**config.mk**
```make
export PLATFORM = sky130hd
export DESIGN_NAME = ngr_mac
export DESIGN_NICKNAME = d
export VERILOG_FILES = /design/src/rtl/core/ngr_pkg.sv /design/src/rtl/core/ngr_mac.sv
export SDC_FILE = /design/constraint.sdc
export NUM_CORES = 1
export LEC_CHECK = 0
export BUFFER_PORTS_ARGS = -buffer_cell sky130_fd_sc_hd__buf_2
export CORE_MARGIN = 4
export CORE_UTILIZATION = 39
export DETAILED_ROUTE_END_ITERATION = 8
export GPL_TIMING_DRIVEN = 0
export SYNTH_ARGS = -nofsm -noshare
export SYNTH_HDL_FRONTEND = slang
export SYNTH_SLANG_ARGS = --single-unit
```
**constraint.sdc**
```tcl
create_clock -name vclk -period 4
set_input_delay 0.4 -clock vclk [all_inputs]
set_output_delay 0.4 -clock vclk [all_outputs]
set_load 0.01 [all_outputs]
```
**src/rtl/core/ngr_pkg.sv**
```systemverilog
// Package for the NMEA GGA/RMC parser: payload types, character codes,
// sentence kinds and the reciprocal constants used by the decode sequencer.
// No dependencies.
package ngr_pkg;

  typedef struct packed {
    logic [7:0] char_in;
  } in_t;

  typedef struct packed {
    logic               frame_ok;
    logic signed [31:0] latitude;
    logic signed [31:0] longitude;
    logic               fix_valid;
    logic [7:0]         sat_count;
    logic signed [15:0] altitude_m;
    logic [15:0]        speed_cm_s;
    logic [15:0]        course_decideg;
  } out_t;

  localparam logic [1:0] KIND_NONE = 2'd0;
  localparam logic [1:0] KIND_GGA  = 2'd1;
  localparam logic [1:0] KIND_RMC  = 2'd2;

  localparam logic [7:0] CH_LF     = 8'h0A;
  localparam logic [7:0] CH_CR     = 8'h0D;
  localparam logic [7:0] CH_DOLLAR = 8'h24;
  localparam logic [7:0] CH_STAR   = 8'h2A;
  localparam logic [7:0] CH_COMMA  = 8'h2C;
  localparam logic [7:0] CH_DOT    = 8'h2E;
  localparam logic [7:0] CH_ZERO   = 8'h30;
  localparam logic [7:0] CH_NINE   = 8'h39;
  localparam logic [7:0] CH_A      = 8'h41;
  localparam logic [7:0] CH_C      = 8'h43;
  localparam logic [7:0] CH_G      = 8'h47;
  localparam logic [7:0] CH_M      = 8'h4D;
  localparam logic [7:0] CH_N      = 8'h4E;
  localparam logic [7:0] CH_P      = 8'h50;
  localparam logic [7:0] CH_R      = 8'h52;
  localparam logic [7:0] CH_S      = 8'h53;
  localparam logic [7:0] CH_W      = 8'h57;

  // floor(x/6) = (x*M_DIV6)>>31 for x < 2^28
  localparam logic [28:0] M_DIV6     = 29'd357913942;
  localparam int          SH_DIV6    = 31;
  // floor(x/1000) = (x*M_DIV1000)>>39 for x < 2^29
  localparam logic [29:0] M_DIV1000  = 30'd549755814;
  localparam int          SH_DIV1000 = 39;
  localparam logic [12:0] KNOT_CM    = 13'd5144;
  localparam logic [19:0] MIN_SCALE  = 20'd1000000;
  localparam logic [23:0] DEG_SCALE  = 24'd10000000;

endpackage

```
**src/rtl/core/ngr_mac.sv**
```systemverilog
// Shared decimal accumulate unit: acc*10 plus the digit value of ch
// (non-digits add zero). Uses ngr_pkg character codes.
module ngr_mac (
  input  logic [31:0] acc,
  input  logic [7:0]  ch,
  output logic [31:0] result
);
  import ngr_pkg::*;

  logic       digit;
  logic [7:0] dv;

  always_comb begin
    digit  = (ch >= CH_ZERO) && (ch <= CH_NINE);
    dv     = digit ? (ch - CH_ZERO) : 8'd0;
    result = (acc << 3) + (acc << 1) + {28'd0, dv[3:0]};
  end
endmodule
```
* Word-level counts from Yosys, hierarchy flattened *
Index checks and enable logic that the tools add are counted.

storage, ports and cells
  memory bits (read-only) = 0
  RAM bits = 0
  flip-flop bits (word level) = 0
  memories kept = 0
  latch bits = 0
  output and inout bits = 32

operators by class
  shift operators = 0
  eq/ne operators = 0
  div/mod/pow operators = 0
  mux-type cells = 1
  reductions and logical operators = 1
  $lt $le $gt $ge = 2
  bitwise gates (word level) = 0
  $mul = 0
  add/subtract/negate cells = 3

operators by type and width
  kind                                                                                  number
  32-bit adder                                                                          1
  32-bit by 4-bit adder with 32-bit output                                              1
  8-bit by 6-bit greater-or-equal comparator with 1-bit output (second input constant)  1
  8-bit by 6-bit less-or-equal comparator with 1-bit output (second input constant)     1
  4-bit 2-to-1 mux                                                                      1
  4-bit by 1-bit subtractor with 4-bit output (second input constant)                   1
  1-bit logical AND                                                                     1

* Longest topological paths before layout *
Gate-level depths: netlist (run 1).

  word-level depth = 4
  gate-level depth with buffers = 13
  gate-level depth less buffers = 13

* Worst setup path after synthesis (run 1) *
No wires, ideal clock.

  path kind = input -> output
  from = input port ch[1]
  to = output port result[22]
  setup slack = 474 ps
  buffers on the path = 0
  cell stages on the path = 11
  arrival time = 3126 ps
  path through = o21ai_0 and4_1 nand2_1 fa_1 fa_1 nand2b_1 a211oi_2 o211ai_2 o311ai_4 nand2_1 a211oi_1

between the ends
  longest elaborated chain between the ends = 4
  elaborated cells between the ends (all ways) = 6
  those cells by class = 2 x add/sub; 2 x order compare; 1 x mux; 1 x reduce/logical

ends and longest elaborated chain
  what                                                                                                                                              RTL line       RTL
  start: declaration                                                                                                                                ngr_mac.sv:5   input logic [7:0] ch,
  8-bit by 6-bit greater-or-equal comparator with 1-bit output / 8-bit by 6-bit less-or-equal comparator with 1-bit output (equally long branches)  ngr_mac.sv:14  digit = (ch >= CH_ZERO) && (ch <= CH_NINE);
  1-bit logical AND                                                                                                                                 ngr_mac.sv:14
  4-bit 2-to-1 mux (*)                                                                                                                              ngr_mac.sv:15  dv = digit ? (ch - CH_ZERO) : 8'd0;
  32-bit by 4-bit adder with 32-bit output (*)                                                                                                      ngr_mac.sv:16  result = (acc << 3) + (acc << 1) + {28'd0, dv[3:0]};
  end: declaration                                                                                                                                  ngr_mac.sv:6   output logic [31:0] result

Every way passes the cells marked *; elsewhere a longest branch is shown, timed or not.

* Worst setup path in the final report (run 1) *
Ends and elaborated chain as after synthesis.

==> flow_summary.json, run 1 <==
{
  "holdCritPathClass": "primary input to output port",
  "fin_crit_sh_pct": 96.8,
  "die_w_um": 84.5,
  "dieArea_um2": 7130,
  "synth_top_family_by_area": "adder cells",
  "synth_fp_nets": 401,
  "routed_via_density": 5.46,
  "ir_drop_mv": 0.107,
  "fin_setup_tns_ns": 0,
  "synthDistinctLibCells": 56,
  "ys.warnings.count": 0,
  "n_fill_cell": 602,
  "fmax_mhz": 258,
  "final.clkbuf_count": 0,
  "hold_violations": 0,
  "grt.busiest_layer": "met2",
  "synthAdderAreaFrac_pct": 33.6,
  "synth_xor_area_share_pct": 9.60,
  "critPathArrivalTime_ns": 3.47,
  "grt_antenna_before_repair": 0,
  "grt_pass1_wl_mm": 10.4,
  "crit_type": "primary input to output port",
  "internal_power_uw": 255,
  "use_met1_pct": 22.9,
  "drtIter0Drc": 128,
  "drc": 0,
  "p_comb_share_pct": 100.0,
  "nFlopsAndLatches": 0,
  "seqPwrFrac_pct": 0,
  "grt_start_max_net_pins": 11,
  "power_density_nw_per_um2": 213,
  "finalCriticalPeriod_ns": 3.87,
  "slew_violations": 0,
  "multi_input_area_um2": 2210,
  "leakage_uw": 0.00142,
  "layout_common_cells": "75 x buf_2, 58 x ha_1, 32 x nand2_1, 32 x a21oi_1, 25 x nor2_1",
  "net-switching-power_uw": 340,
  "area_growth_pct": 22.4,
  "hold_buffers": 0,
  "core_region_area_um2": 5570,
  "path_max_fanout": 6,
  "wl_mm": 6.03,
  "cp-end-kind": "output port",
  "met3_usage_pct": 0.883,
  "setup_viol": 0,
  "place_congestion": 0.851,
  "synth-simple-area-share_pct": 20.7,
  "swShare_pct": 57.2,
  "synth_top_area_share_pct": 31.8,
  "layout.nets": 477,
  "synthMuxAreaShare_pct": 0.439,
  "ys_seq_area_share_pct": 0,
  "portBuffers": 71,
  "wl_per_cell_um": 13.5,
  "fin_area_um2": 2790,
  "setup_ws_ns": 0.129,
  "fp.dieH_um": 84.5,
  "cp-start-kind": "primary input",
  "grt_pass1_vias": 2412,
  "tightest_slew_ns": 0.639,
  "final-seq-area_um2": 0,
  "antenna_cells": 0,
  "mostFrequentLayoutCell": "buf_2",
  "slew_headroom_pct": 56.9,
  "rows": 27,
  "start_util_pct": 40.9,
  "dp_hpwl_mm": 5.24,
  "dp_slack_ns": 0.0205,
  "yosys.area.top_type": "ha_1",
  "worstPathRequired_ns": 3.60,
  "pin_count": 72,
  "grt_overflow": 0,
  "synth_area_leaders": "ha_1 32%, a21oi_1 7.2%, xnor2_1 6.9%",
  "synth_compound_area_share_pct": 30.8,
  "fin_util_pct": 50.1,
  "status": "finished, final reports clean",
  "grt_use_met2_pct": 29.1,
  "cap_violations": 0,
  "avgSynthCellArea_um2": 7.57,
  "drive_gt1_share_pct": 27.7,
  "postRouteAntennaNets": 0,
  "rsz0062_at_grt": "no",
  "dr.pass1.iters": 4,
  "grt_usage_pct": 16.3,
  "syn_area_um2": 2280,
  "clock_power_share_pct": 0,
  "dpl_cell_area_um2": 2730,
  "vias": 2442,
  "syn_inst": 301
}
## per-layer routing
metal / vias up / wire, um
li1: 1283 / -
met1: 1106 / 3000
met2: 53 / 2800
met3: 0 / 226
met5: - / 0
met4: 0 / 0
## final timing paths
| path | start | to | slack, ns | cells after the start |
|---|---|---|---|---|
| max | ch[1] | result[22] | 0.13 | 14 |
| min | ch[0] | result[0] | 1.09 | 3 |
## cells by family after synthesis
logic type / Yosys count
buffers and inverters: 20
adder cells (fa/ha/maj): 60
multiplexers: 1
AND/OR/NAND/NOR: 96
XOR/XNOR: 25
AO/OA/AOI/OAI: 99
## cell usage after synthesis, drive strengths merged (4+ instances only)
master,count
nor3,6
ha,58
a21oi,36
a211oi,7
and2,5
nand2,32
xnor2,18
inv,10
o211ai,7
buf,8
o21a,4
a21o,8
nor2,25
nand3,5
nand4,4
xor2,7
o21ai,19
## cell type report
class | instances | area share [%]
buffer | 10 | 2.65
inverter | 10 | 1.35
multi-input combinational | 281 | 79.1
tap | 72 | 3.23
timing repair buffer | 74 | 13.7
## power by group through the flow
stage | Clock, uW | Combinational (uW) | Sequential, uW
after floorplan | 0 | 407 | 0
after global routing | 0 | 666 | 0
after CTS | 0 | 587 | 0
final | 0 | 595 | 0
after detailed placement | 0 | 584 | 0
after global placement | 0 | 579 | 0
## repair_timing
action	in CTS	in global routing
resized for setup	0	8
setup buffers	0	3
endpoints found under the setup margin	0	10
## worst max-delay path: stages
cell and delay (ns):
buf_2 0.10, o21ai_0 0.13, and4_1 0.25, nand2_1 0.08, fa_1 0.49, fa_1 0.47, nand2b_4 0.17, a211oi_2 0.32
o211ai_2 0.19, o311ai_4 0.25, buf_6 0.17, nand2_1 0.06, a211oi_1 0.21, buf_2 0.17
## per-stage QoR
stage	total power, uW	instances	hold WS, ns
2_1_floorplan	407	301	0.944
3_3_place_gp	579	444	1.09
3_5_place_dp	584	444	1.09
4_1_cts	587	444	1.10
5_1_grt	666	447	1.12
6_report	595	447	1.09
(Power assumes the default switching activity.)
==> run 2: changes to the inputs <==
Clock period 4 ns to 4.19 ns, I/O delays scaled along.
==> flow_summary.json, run 2 (synthesis gave the netlist of run 1 again) <==
{
  "status": "finished, final reports clean",
  "grt_pass1_wl_mm": 10.4,
  "power_density_nw_per_um2": 204,
  "slowest_stage": "fa_1",
  "cp_num_buf_inv": 2,
  "grt_antenna_before_repair": 0,
  "layout.nets": 474,
  "drtIter0Drc": 118,
  "clock_power_share_pct": 0,
  "grt_usage_pct": 16.3,
  "seqPwrFrac_pct": 0,
  "crit_type": "primary input to output port",
  "dp_slack_ns": 0.172,
  "place_congestion": 0.851,
  "pin_count": 72,
  "nFlopsAndLatches": 0,
  "path_max_fanout": 6,
  "dp_hpwl_mm": 5.24,
  "wl_mm": 5.97,
  "cp-start-kind": "primary input",
  "area_growth_pct": 19.7,
  "antenna_cells": 0,
  "wl_per_cell_um": 13.4,
  "cp-end-kind": "output port",
  "tightest_slew_ns": 0.642,
  "fin_util_pct": 49.0,
  "finalCriticalPeriod_ns": 3.98,
  "grt_start_max_net_pins": 11,
  "setup_ws_ns": 0.212,
  "fp.dieH_um": 84.5,
  "mostFrequentLayoutCell": "buf_2",
  "drive_gt1_share_pct": 25.8,
  "p_comb_share_pct": 100.0,
  "worstPathRequired_ns": 3.77,
  "portBuffers": 71,
  "fin_setup_tns_ns": 0,
  "dr.pass1.iters": 4,
  "setup_viol": 0,
  "grt_pass1_vias": 2412,
  "dieArea_um2": 7130,
  "final-seq-area_um2": 0,
  "worstPathCellList": "buf_2, o21ai_0, and4_1, nand2_1, fa_1, fa_1, nand2b_1, a211oi_2, o211ai_2, o311ai_4, nand2_1, a211oi_1, buf_2",
  "internal_power_uw": 237,
  "slew_violations": 0,
  "die_w_um": 84.5,
  "hold_violations": 0,
  "fin_crit_sh_pct": 94.9,
  "fmax_mhz": 251,
  "drc": 0,
  "critPathArrivalTime_ns": 3.56,
  "layout_common_cells": "75 x buf_2, 58 x ha_1, 32 x nand2_1, 32 x a21oi_1, 25 x nor2_1",
  "grt_overflow": 0,
  "routed_via_density": 5.44,
  "net-switching-power_uw": 319,
  "postRouteAntennaNets": 0,
  "rows": 27,
  "swShare_pct": 57.3,
  "vias": 2416,
  "holdCritPathClass": "primary input to output port",
  "slew_headroom_pct": 56.7,
  "leakage_uw": 0.00139,
  "rsz0062_at_grt": "no",
  "cap_violations": 0,
  "crit_family": "compound AO/OA/AOI/OAI gates",
  "start_util_pct": 40.9,
  "core_region_area_um2": 5570,
  "max_stage_delay_ns": 0.49,
  "post_cts_buffers": 0,
  "final.clkbuf_count": 0,
  "ir_drop_mv": 0.103
}
[run 2: changes by cell type in the layout (fill, tap and decap cells not counted), sizes merged]
cell,delta
buf,-3
[run 2: path summary, 6_finish.rpt]
kind / startpoint / end / depth (start not counted)
setup / recovery: ch[1] / result[22] / 13
hold / removal: ch[0] / result[0] / 3
[run 2: power by group through the flow]
stage	clock (uW)	sequential (uW)	combinational (uW)
after global placement	0	0	553
final	0	0	556
after CTS	0	0	561
after floorplan	0	0	389
after detailed placement	0	0	557
after global routing	0	0	624
[run 2: area by class of cell]
cell class | instances | area [um2]
Tap cell | 72 | 90.1
Multi-Input combinational cell | 281 | 2170
Timing Repair Buffer | 71 | 355
Fill cell | 612 | 2850
Buffer | 10 | 73.8
Inverter | 10 | 37.5
[run 2: through the flow]
step	total power [uW]	cell area, um2	std cells	hold slack (ns)
detailed placement	557	2730	444	1.13
global route	624	2730	444	1.16
global placement	553	2730	444	1.13
CTS	561	2730	444	1.14
floorplan	389	2280	301	0.982
finish	556	2730	444	1.13
[run 2: per-layer routing]
metal / GRT usage, % / wire length (um) / vias up
met5: 0 / 0 / -
met4: 0.144 / 0 / 0
met3: 0.883 / 222 / 0
met2: 29.1 / 2750 / 48
met1: 22.9 / 3000 / 1095
li1: - / - / 1273
[run 2: repair_timing]
action,CTS,global route
hold buffers,0,0
endpoints found under the setup margin,0,4
resized for setup,0,1
==> run 3: changes to the inputs <==
Settings changed: MAX_ROUTING_LAYER set to met4, SLEW_MARGIN set to 10.
==> flow_summary.json, run 3 (synthesis gave the netlist of run 1 again) <==
{
  "multi_input_area_um2": 2170,
  "nFlopsAndLatches": 0,
  "drc": 0,
  "max_stage_delay_ns": 0.49,
  "path_depth": 13,
  "grt_pass1_wl_mm": 10.4,
  "grt_start_max_net_pins": 11,
  "cp-start-kind": "primary input",
  "leakage_uw": 0.00139,
  "place_congestion": 0.864,
  "wl_per_cell_um": 13.4,
  "die_w_um": 84.5,
  "crit_family": "compound AO/OA/AOI/OAI gates",
  "mostFrequentLayoutCell": "buf_2",
  "rows": 27,
  "cp-end-kind": "output port",
  "core_region_area_um2": 5570,
  "worstPathCellList": "buf_2, o21ai_0, and4_1, nand2_1, fa_1, fa_1, nand2b_1, a211oi_2, o211ai_2, o311ai_4, nand2_1, a211oi_1, buf_2",
  "power_density_nw_per_um2": 204,
  "postRouteAntennaNets": 0,
  "grt_usage_pct": 16.8,
  "grt_overflow": 0,
  "dp_hpwl_mm": 5.24,
  "slowest_stage": "fa_1",
  "slew_violations": 0,
  "dp_slack_ns": 0.172,
  "wl_mm": 5.95,
  "clock_power_share_pct": 0,
  "cap_violations": 0,
  "grt_antenna_before_repair": 0,
  "drtIter0Drc": 132,
  "status": "finished, final reports clean",
  "final-seq-area_um2": 0,
  "fmax_mhz": 252,
  "ir_drop_mv": 0.103,
  "fin_util_pct": 49.0,
  "internal_power_uw": 237,
  "n_fill_cell": 612,
  "holdCritPathClass": "primary input to output port",
  "cp_num_buf_inv": 2,
  "path_max_fanout": 6,
  "fin_setup_tns_ns": 0,
  "area_growth_pct": 19.7,
  "dieArea_um2": 7130,
  "grt_pass1_vias": 2415,
  "hold_buffers": 0,
  "fin_crit_sh_pct": 94.9,
  "crit_type": "primary input to output port",
  "hold_violations": 0,
  "setup_viol": 0,
  "finalPower_uw": 556,
  "rsz0062_at_grt": "no",
  "layout_common_cells": "75 x buf_2, 58 x ha_1, 32 x nand2_1, 32 x a21oi_1, 25 x nor2_1",
  "routed_via_density": 5.46,
  "net-switching-power_uw": 319,
  "cp-startpoint": "ch[1]",
  "tightest_slew_ns": 0.663,
  "worstPathRequired_ns": 3.77,
  "layout.nets": 474,
  "pin_count": 72,
  "vias": 2425,
  "p_comb_share_pct": 100.0,
  "antenna_cells": 0,
  "slew_headroom_pct": 55.3,
  "final.clkbuf_count": 0,
  "setup_ws_ns": 0.215,
  "swShare_pct": 57.3,
  "seqPwrFrac_pct": 0,
  "setup.worst_path.end": "result[22]",
  "drive_gt1_share_pct": 25.8,
  "finalCriticalPeriod_ns": 3.98,
  "critPathArrivalTime_ns": 3.56,
  "dr.pass1.iters": 4,
  "fp.dieH_um": 84.5,
  "start_util_pct": 40.9,
  "portBuffers": 71
}
-- run 3: timing repair --
item | CTS | global route
buffers inserted | 0 | 0
resized for setup | 0 | 1
endpoints found under the setup margin | 0 | 4
-- run 3: power groups by stage --
stage,clock (uW),sequential (uW),combinational [uW]
2_1_floorplan,0,0,389
3_3_place_gp,0,0,553
3_5_place_dp,0,0,557
4_1_cts,0,0,561
5_1_grt,0,0,624
6_report,0,0,556
-- run 3: how the worst min path moves through the flow --
stage,start,to,slack (ns),cells after the start
after floorplan,ch[0],result[0],0.98,1
after global placement,ch[0],result[0],1.13,3
after detailed placement,ch[0],result[0],1.13,3
after CTS,ch[0],result[0],1.14,3
after global routing,ch[0],result[0],1.16,3
final,ch[0],result[0],1.13,3
-- run 3: stage by stage --
step                      std cells  hold slack (ns)  instance area [um2]
after floorplan                 301            0.982                 2280
after global placement          444             1.13                 2730
after detailed placement        444             1.13                 2730
after CTS                       444             1.14                 2730
after global routing            444             1.16                 2730
final                           444             1.13                 2730
-- run 3: cell type report --
cell class / instances / area share, %
Buffer: 10 / 2.71
Inverter: 10 / 1.38
Multi-Input combinational cell: 281 / 79.6
Tap cell: 72 / 3.30
Timing Repair Buffer: 71 / 13.0
-- run 3: worst min-delay path, stage by stage --
cell    delay (ns)
buf_2         0.07
and2_1        0.10
buf_2         0.12
-- run 3: routing by layer --
layer / vias to the layer above / track usage, % / routed length, um / share of wire [%]
li1: 1275 / - / - / -
met1: 1095 / 23.0 / 2980 / 50
met2: 55 / 29.1 / 2750 / 46
met3: 0 / 0.687 / 222 / 3.7
met4: 0 / 0.144 / 0 / 0
met5: - / - / 0 / 0
